File: config.mk
export PLATFORM = sky130hd
export DESIGN_NAME = sbrs_map
export DESIGN_NICKNAME = d
export VERILOG_FILES = /design/src/sbrs_pkg.sv /design/src/sbrs_map.sv
export SDC_FILE = /design/constraint.sdc
export NUM_CORES = 2
export LEC_CHECK = 0
export BUFFER_PORTS_ARGS = -buffer_cell sky130_fd_sc_hd__buf_2
export CAP_MARGIN = 15
export CORE_ASPECT_RATIO = 0.8
export CORE_MARGIN = 2
export CORE_UTILIZATION = 30
export DETAILED_ROUTE_END_ITERATION = 8
export MAX_ROUTING_LAYER = met4
export PLACE_DENSITY = 0.45
export SETUP_SLACK_MARGIN = 0.1
export SLEW_MARGIN = 10
export SYNTH_ARGS = -nofsm -noshare
export SYNTH_HDL_FRONTEND = slang
export SYNTH_SLANG_ARGS = --single-unit
File: constraint.sdc
create_clock -name clk -period 4 [get_ports clk]
set_input_delay 0 -clock clk [delete_from_list [all_inputs] [get_ports clk]]
set_output_delay 0 -clock clk [all_outputs]
set_load 0.005 [all_outputs]
File: src/sbrs_pkg.sv
// ----------------------------------------------------------------------------
// sbrs_pkg
// Shared types and constants for the sprite blitter.
// ----------------------------------------------------------------------------
package sbrs_pkg;

    localparam int IMAGE_WIDTH_DEF  = 64;
    localparam int IMAGE_HEIGHT_DEF = 64;
    localparam int MEM_DEPTH        = 4096;
    localparam int ADDR_W           = 12;
    localparam int DIV_STEPS        = 8;
    localparam int CFG_IDX_W        = 3;

    localparam logic [CFG_IDX_W-1:0] REG_WINDOW  = 3'd0;
    localparam logic [CFG_IDX_W-1:0] REG_SCALE_X = 3'd1;
    localparam logic [CFG_IDX_W-1:0] REG_SCALE_Y = 3'd2;
    localparam logic [CFG_IDX_W-1:0] REG_TURNS   = 3'd3;
    localparam logic [CFG_IDX_W-1:0] REG_MONO    = 3'd4;
    localparam logic [CFG_IDX_W-1:0] REG_OPACITY = 3'd5;
    localparam logic [CFG_IDX_W-1:0] REG_PALETTE = 3'd6;
    localparam logic [CFG_IDX_W-1:0] REG_TINT    = 3'd7;

    localparam logic [31:0] WINDOW_RST  = 32'h4040_0000;
    localparam logic [15:0] SCALE_RST   = 16'h0100;
    localparam logic [8:0]  OPACITY_RST = 9'd256;
    localparam logic [63:0] PALETTE_RST = 64'hFFFF_FFFF_FF00_0000;
    localparam logic [7:0]  ALPHA_FULL  = 8'hFF;

    typedef struct packed {
        logic [31:0]        window;
        logic signed [15:0] scale_x;
        logic signed [15:0] scale_y;
        logic [1:0]         turns;
    } geom_cfg_t;

    typedef struct packed {
        logic               valid;
        logic               kind;
        logic [ADDR_W-1:0]  load_address;
        logic [31:0]        load_color;
        logic               ok;
        logic               odd;
        logic signed [16:0] tx;
        logic signed [16:0] ty;
        logic [16:0]        ru;
        logic [16:0]        rv;
        logic [7:0]         qu;
        logic [7:0]         qv;
    } map_stage_t;

    typedef struct packed {
        logic               valid;
        logic               ok;
        logic signed [16:0] tx;
        logic signed [16:0] ty;
    } pix_meta_t;

endpackage

File: src/sbrs_map.sv
// ----------------------------------------------------------------------------
// sbrs_map
// Area check, target mirroring and pipelined source coordinate division.
// ----------------------------------------------------------------------------
module sbrs_map
(
    input  logic                     clk,
    input  logic                     rst_n,
    input  logic                     adv,
    input  logic                     accept,
    input  logic                     kind,
    input  logic [11:0]              load_address,
    input  logic [31:0]              load_color,
    input  logic signed [15:0]       dest_x,
    input  logic signed [15:0]       dest_y,
    input  logic [12:0]              step_i,
    input  logic [12:0]              step_j,
    input  sbrs_pkg::geom_cfg_t      cfg,
    output sbrs_pkg::map_stage_t     tail
);
    import sbrs_pkg::*;

    map_stage_t  stg_reg [0:DIV_STEPS];
    map_stage_t  head_next;
    logic [15:0] ax, ay, aw0, ah0, aw, ah, off_x, off_y;
    logic [23:0] pw, ph;
    logic [7:0]  ww, wh;
    logic        odd, fx, fy, in_area, ovf;

    always_comb
    begin
        ww   = cfg.window[23:16];
        wh   = cfg.window[31:24];
        ax   = cfg.scale_x[15] ? 16'(-cfg.scale_x) : cfg.scale_x;
        ay   = cfg.scale_y[15] ? 16'(-cfg.scale_y) : cfg.scale_y;
        pw   = 24'(ww) * 24'(ax);
        ph   = 24'(wh) * 24'(ay);
        aw0  = pw[23:8];
        ah0  = ph[23:8];
        odd  = cfg.turns[0];
        aw   = odd ? ah0 : aw0;
        ah   = odd ? aw0 : ah0;
        in_area = (ax != 16'd0) && (ay != 16'd0)
                  && ({3'b000, step_i} < aw) && ({3'b000, step_j} < ah);
        ovf  = ({3'b000, step_i} >= ax) || ({3'b000, step_j} >= ay);
        fx   = cfg.scale_x[15] ^ (cfg.turns == 2'd1 || cfg.turns == 2'd2);
        fy   = cfg.scale_y[15] ^ cfg.turns[1];
        off_x = fx ? 16'(aw - 16'd1 - {3'b000, step_i}) : {3'b000, step_i};
        off_y = fy ? 16'(ah - 16'd1 - {3'b000, step_j}) : {3'b000, step_j};

        head_next              = '0;
        head_next.valid        = accept;
        head_next.kind         = kind;
        head_next.load_address = load_address;
        head_next.load_color   = load_color;
        head_next.ok           = in_area && !ovf;
        head_next.odd          = odd;
        head_next.tx           = {dest_x[15], dest_x} + {1'b0, off_x};
        head_next.ty           = {dest_y[15], dest_y} + {1'b0, off_y};
        head_next.ru           = 17'(step_i);
        head_next.rv           = 17'(step_j);
    end

    always_ff @(posedge clk or negedge rst_n)
    begin
        if (!rst_n)
        begin
            stg_reg[0] <= '0;
        end
        else if (adv)
        begin
            stg_reg[0] <= head_next;
        end
    end

    genvar k;
    generate
        for (k = 0; k < DIV_STEPS; k++)
        begin : g_div
            map_stage_t  step_next;
            logic [16:0] r2u, r2v;
            always_comb
            begin
                step_next = stg_reg[k];
                r2u = {stg_reg[k].ru[15:0], 1'b0};
                r2v = {stg_reg[k].rv[15:0], 1'b0};
                if (r2u >= {1'b0, ax})
                begin
                    step_next.ru = r2u - {1'b0, ax};
                    step_next.qu = {stg_reg[k].qu[6:0], 1'b1};
                end
                else
                begin
                    step_next.ru = r2u;
                    step_next.qu = {stg_reg[k].qu[6:0], 1'b0};
                end
                if (r2v >= {1'b0, ay})
                begin
                    step_next.rv = r2v - {1'b0, ay};
                    step_next.qv = {stg_reg[k].qv[6:0], 1'b1};
                end
                else
                begin
                    step_next.rv = r2v;
                    step_next.qv = {stg_reg[k].qv[6:0], 1'b0};
                end
            end
            always_ff @(posedge clk or negedge rst_n)
            begin
                if (!rst_n)
                begin
                    stg_reg[k+1] <= '0;
                end
                else if (adv)
                begin
                    stg_reg[k+1] <= step_next;
                end
            end
        end
    endgenerate

    assign tail = stg_reg[DIV_STEPS];

endmodule

---- Word-level counts from Yosys, hierarchy flattened ----
Index checks and enable logic that the tools add are counted.
operators by class
  magnitude comparators ................... 20
  multiplexer cells ....................... 38
  eq/ne operators ......................... 2
  reduce and logical (&&, ||, !) cells .... 9
  $add $sub $neg .......................... 24
  multiply operators ...................... 2
  bitwise gates (word level) .............. 2
operator list
  kind                   count
  $mux 16                20
  $ge 17x16->1           14
  $sub 16x16->16         12
  $mul 8x16->24          2
  $add 17x16->17         2
  $mux 17                2
  $sub 17x16->17         2
  $ge 13x16->1           2
  $ge 14x16->1           2
  $lt 13x16->1           2
  $neg 16->16            2
  $reduce_bool 16->1     2
  $sub 14x16->16         2
  $sub 16x1->16 const B  2
  $sub 16x13->16         2
  $mux 1                 16
  $logic_and 1x1->1      4
  $eq 2x1->1 const B     1
  $eq 2x2->1 const B     1
  $logic_or 1x1->1       2
  $xor 1x1->1            2
  $logic_not 1->1        1
word-level totals
  word-level logic and storage cells ...... 203
  output and inout bits ................... 132
  register bits ........................... 1094
  bits of input ports ..................... 173

---- Depth between registers and ports, before layout ----
  depth after elaboration ................. 8
  gate-level depth with buffers ........... 42
  mapped depth without buffers ............ 41

---- Worst setup path before layout ----
Ideal clock, no wire load.
  path type ............................... input -> register
  from .................................... input port cfg[18] in the netlist's numbering
  to ...................................... register stg_reg, in the netlist g_div[0].step_next[66]
  buffers on the path ..................... 2
  setup time .............................. 0.125 ns
  cell stages on the path ................. 37
  path slack .............................. -5.077 ns
  data arrival time ....................... 8.952 ns
  data required time ...................... 3.875 ns
  path through ............................ clkbuf_1 -> inv_1 -> ha_1 -> inv_1 -> o41ai_1 -> xor2_1 -> nor2b_1 -> fa_1 -> fa_1 -> fa_1 -> inv_1 -> fa_1 -> inv_1 -> ha_1 -> o21ai_0 -> a21boi_0 -> a21o_1 -> a22o_2 -> o21ai_0 -> nand2b_1 -> xor2_1 -> nand2_1 -> nand2_1 -> ha_1 -> clkbuf_1 -> or2_2 -> a21oi_1 -> a31oi_1 -> a31o_2 -> xnor2_1 -> and2_1 -> ha_1 -> and3_1 -> a211o_1 -> a21oi_1 -> xnor2_1 -> mux2_2
between the ends
  cells in the longest elaborated chain, start to end .. 8
RTL lines
  what                line            source
  start, declared     sbrs_map.sv:18  input sbrs_pkg::geom_cfg_t cfg,
  $neg 16->16         sbrs_map.sv:34  ax = cfg.scale_x[15] ? 16'(-cfg.scale_x) : cfg.scale_x;
  $mux 16 (*)         sbrs_map.sv:34
  $mul 8x16->24 (*)   sbrs_map.sv:36  pw = 24'(ww) * 24'(ax);
  $mux 16 (*)         sbrs_map.sv:42  ah = odd ? aw0 : ah0;
  $sub 16x1->16 (*)   sbrs_map.sv:49  off_y = fy ? 16'(ah - 16'd1 - {3'b000, step_j}) : {3'b000, step_j};
  $sub 16x13->16 (*)  sbrs_map.sv:49
  $mux 16 (*)         sbrs_map.sv:49
  $add 17x16->17 (*)  sbrs_map.sv:59  head_next.ty = {dest_y[15], dest_y} + {1'b0, off_y};
  end, declared       sbrs_map.sv:23  map_stage_t stg_reg [0:DIV_STEPS];
Mark *: on every way between the ends. The rest lies on a longest branch, timed or not.
A chain may end at the register's enable or synchronous reset.

---- Final worst setup path ----
  from .................................... input port cfg[23] in the netlist's numbering
  to ...................................... register stg_reg, in the netlist g_div[0].step_next[66]
The elaborated chain is that of the path after synthesis.

==> qor.csv <==
metric,value,unit
outcome,"finished, violations left",
failing checks,"hold timing, setup timing",
RR Startpoint,g_div[0].r2v[1],
synth top area cells,"dfrtp_1 (42%), mux2_2 (14%), ha_1 (8.5%), fa_1 (5.7%), a21oi_1 (3.0%)",
Initial Util,30.2,%
filler instances,20964,
total CTS buffers,120,
max reg flops,656,
Worst-Skew Late Latency,830,ps
most common flop cell mapped by yosys,dfrtp_1,
synth cell count leaders,"dfrtp_1 (1,094), mux2_2 (831), ha_1 (447), nor2_1 (398), a21oi_1 (397)",
Die Y,422,um
Root Driver,clkbuf_16,
Synth cell types,83,
hold wc startpoint,dest_y[15],
Min Hold Slack,-221,ps
DRC errors left,0,
Worst path max stage delay,560,ps
routability cong.,0.864,
# setup viols final,35,
Clock Path Buffers,3,
relative slew slack,25.0,%
largest area contributor in the netlist,dfrtp_1,
layout net count,7941,
startpoint class of the critical path,input port,
port bufs,288,
area of the core,0.217,mm2
register area,0.0274,mm2
Post-Route WL,187000,um
Num Clock Sinks,1094,
CP Max Fanout,5,
RSZ-0062 raised after global routing,yes,
Crit. End Element,flip-flop,
H-tree Lvls,3,
clk slew on worst S/H paths,60,ps
number of global-route vias before repair,49536,
share of the synthesized area in the top cell type,41.7,%
DIE AREA,0.222,mm2
pin count of the biggest net entering global routing,178,
number of synthesized flops with an enable pin,0,
Syn Area/Cell,11.1,um2
Max-cap violations,0,
PnR worst setup slack,-3460,ps
Critical Path AT,8070,ps
total gr overflow,0,
wire per inst,18.4,um
Cells after DPL,9660,
worst hold path depth,3,
count of pins over their slew limit,0,
WS Path Type,input port to flip-flop,
GRT Total Usage,17.3,%
Synth Register Bits,1094,
area of placed instances,0.0775,mm2
Starting DRT DRC Count,2458,
CP max stage cell,or4_4,
final worst-path cycle share,187,%
P per Cell Area,1040,mW/mm2
Post-Syn Area,0.0656,mm2
Hold Path End,g_div[0].step_next[66],
post-DR vias/cell,4.75,
leakage,39.0,nW
Fin. Hold Viols,2,
sequential area share after synthesis,41.7,%
FP Rows,153,
worst ir drop on vdd,0.000938,V
Max Fclk,0.134,GHz
multi-input logic area,0.0392,mm2
Cells after Synth,5918,
Crit path required time,4610,ps
Final Skew,104,ps
Worst-Margin Slew,1130,ps
synthesis-to-layout area growth,31.4,%
first-pass GRT wire length,296000,um
Final min period,7460,ps
synth warn,0,
layout cells sized above 1,36.4,%
post-synth net total,6724,
HPWL Detailed,143000,um
Finished Layout Cells,10114,
total number of vias,47992,
r2r setup slk,980,ps
Pre-Repair DR Iteration Count,5,
final instance area,0.0862,mm2
R2R depth,12,
Antenna Nets Post-Route,0,
Worst Hold Class,input port to flip-flop,
antenna violations before repair,20,
reg2reg end,g_div[1].r2v[13],
# hold bufs at CTS,147,
DIE WIDTH,527,um
top-count cell post-synth,dfrtp_1,
io pins,305,
asr flop ratio synth,100,%
CTS tree,yes,
==> per-layer routing <==
metal | GRT usage (%) | up-vias | part of all wire (%)
met3 | 1.79 | 238 | 2.8
li1 | - | 23417 | -
met1 | 24.5 | 23773 | 50
met4 | 3.52 | 0 | 2.0
met5 | - | - | 0
met2 | 26.8 | 564 | 45
==> cell families (layout without fill, tap and decap cells) <==
family          count (synthesis)  in the layout  share of synthesized area [%]
simple gates                 1278           1278                           9.66
flops                        1094           1094                           41.7
compound gates               1046           1046                           10.2
mux                          1027           1027                           17.3
fa+ha+maj                     633            633                           14.2
buf+inv                       567           1890                           3.29
xor+xnor                      273            273                           3.67
other cells                     0              6                              0
==> through the flow <==
stage / total power (W) / utilization (%) / hold slack (ps) / worst slack (ps) / setup TNS (ps)
final: 0.0894 / 39.7 / -221 / -3460 / -90910
after floorplan: 0.0475 / - / -296 / -4110 / -113690
after CTS: 0.0860 / 39.2 / -321 / -3420 / -88610
after global placement: 0.0659 / 35.7 / -56.0 / -4430 / -173480
after detailed placement: 0.0665 / 35.7 / -52.6 / -4560 / -180520
after global routing: 0.0964 / 39.7 / -242 / -3760 / -97540
==> worst max-delay path: cells and delay by family <==
family | cells | cell delay [ps]
adder cells (fa/ha/maj) | 7 | 2870
multiplexers | 1 | 270
XOR/XNOR | 2 | 310
buffers and inverters | 7 | 690
AO/OA/AOI/OAI | 12 | 2100
AND/OR/NAND/NOR | 7 | 1800
==> power by group <==
group / switching, W / leakage (nW) / internal (W)
registers: 0.00312 / 12.8 / 0.0155
clock network: 0.00496 / 2.12 / 0.00706
logic: 0.0269 / 24.1 / 0.0317
==> cell type report <==
class | count | area share (%)
diodes | 6 | 0.0174
clock buffers | 165 | 4.02
clock inverters | 63 | 1.05
inverters | 353 | 1.58
multi-input cells | 4257 | 45.5
flip-flops and latches | 1094 | 31.8
well taps | 2867 | 4.16
repair buffers | 1309 | 12.0
==> repair_timing <==
item | CTS | global route
setup buffers | 57 | 35
endpoints found under the setup margin | 35 | 35
gates resized for setup | 294 | 160
pin swaps | 169 | 136
hold endpoints to repair | 1276 | 2
==> how the worst max path moves through the flow <==
stage / startpoint / to / slack [ps] / cells past startpoint
floorplan: cfg[20] / g_div[0].step_next[66] / -4110 / 36
global placement: cfg[20] / g_div[0].step_next[79] / -4430 / 35
detailed placement: cfg[20] / g_div[0].step_next[79] / -4560 / 36
CTS: cfg[23] / g_div[0].step_next[66] / -3420 / 38
global route: cfg[23] / g_div[0].step_next[66] / -3760 / 38
finish: cfg[23] / g_div[0].step_next[66] / -3460 / 36
==> cell usage in the layout, fill, tap and decap left out, types with 86 or more instances in the layout <==
cell type	n
buf_2	279
fa_1	177
mux2_2	799
o21ai_0	98
mux2i_1	196
nand2_1	248
a21o_1	152
nor2_1	375
xnor2_1	131
nor2b_1	155
a21oi_1	349
inv_1	330
ha_1	375
dfrtp_1	1094
dlygate4sd3_1	146
clkbuf_16	120
buf_4	768
xor2_1	86
Note: power is estimated with default switching activity, not from simulation.
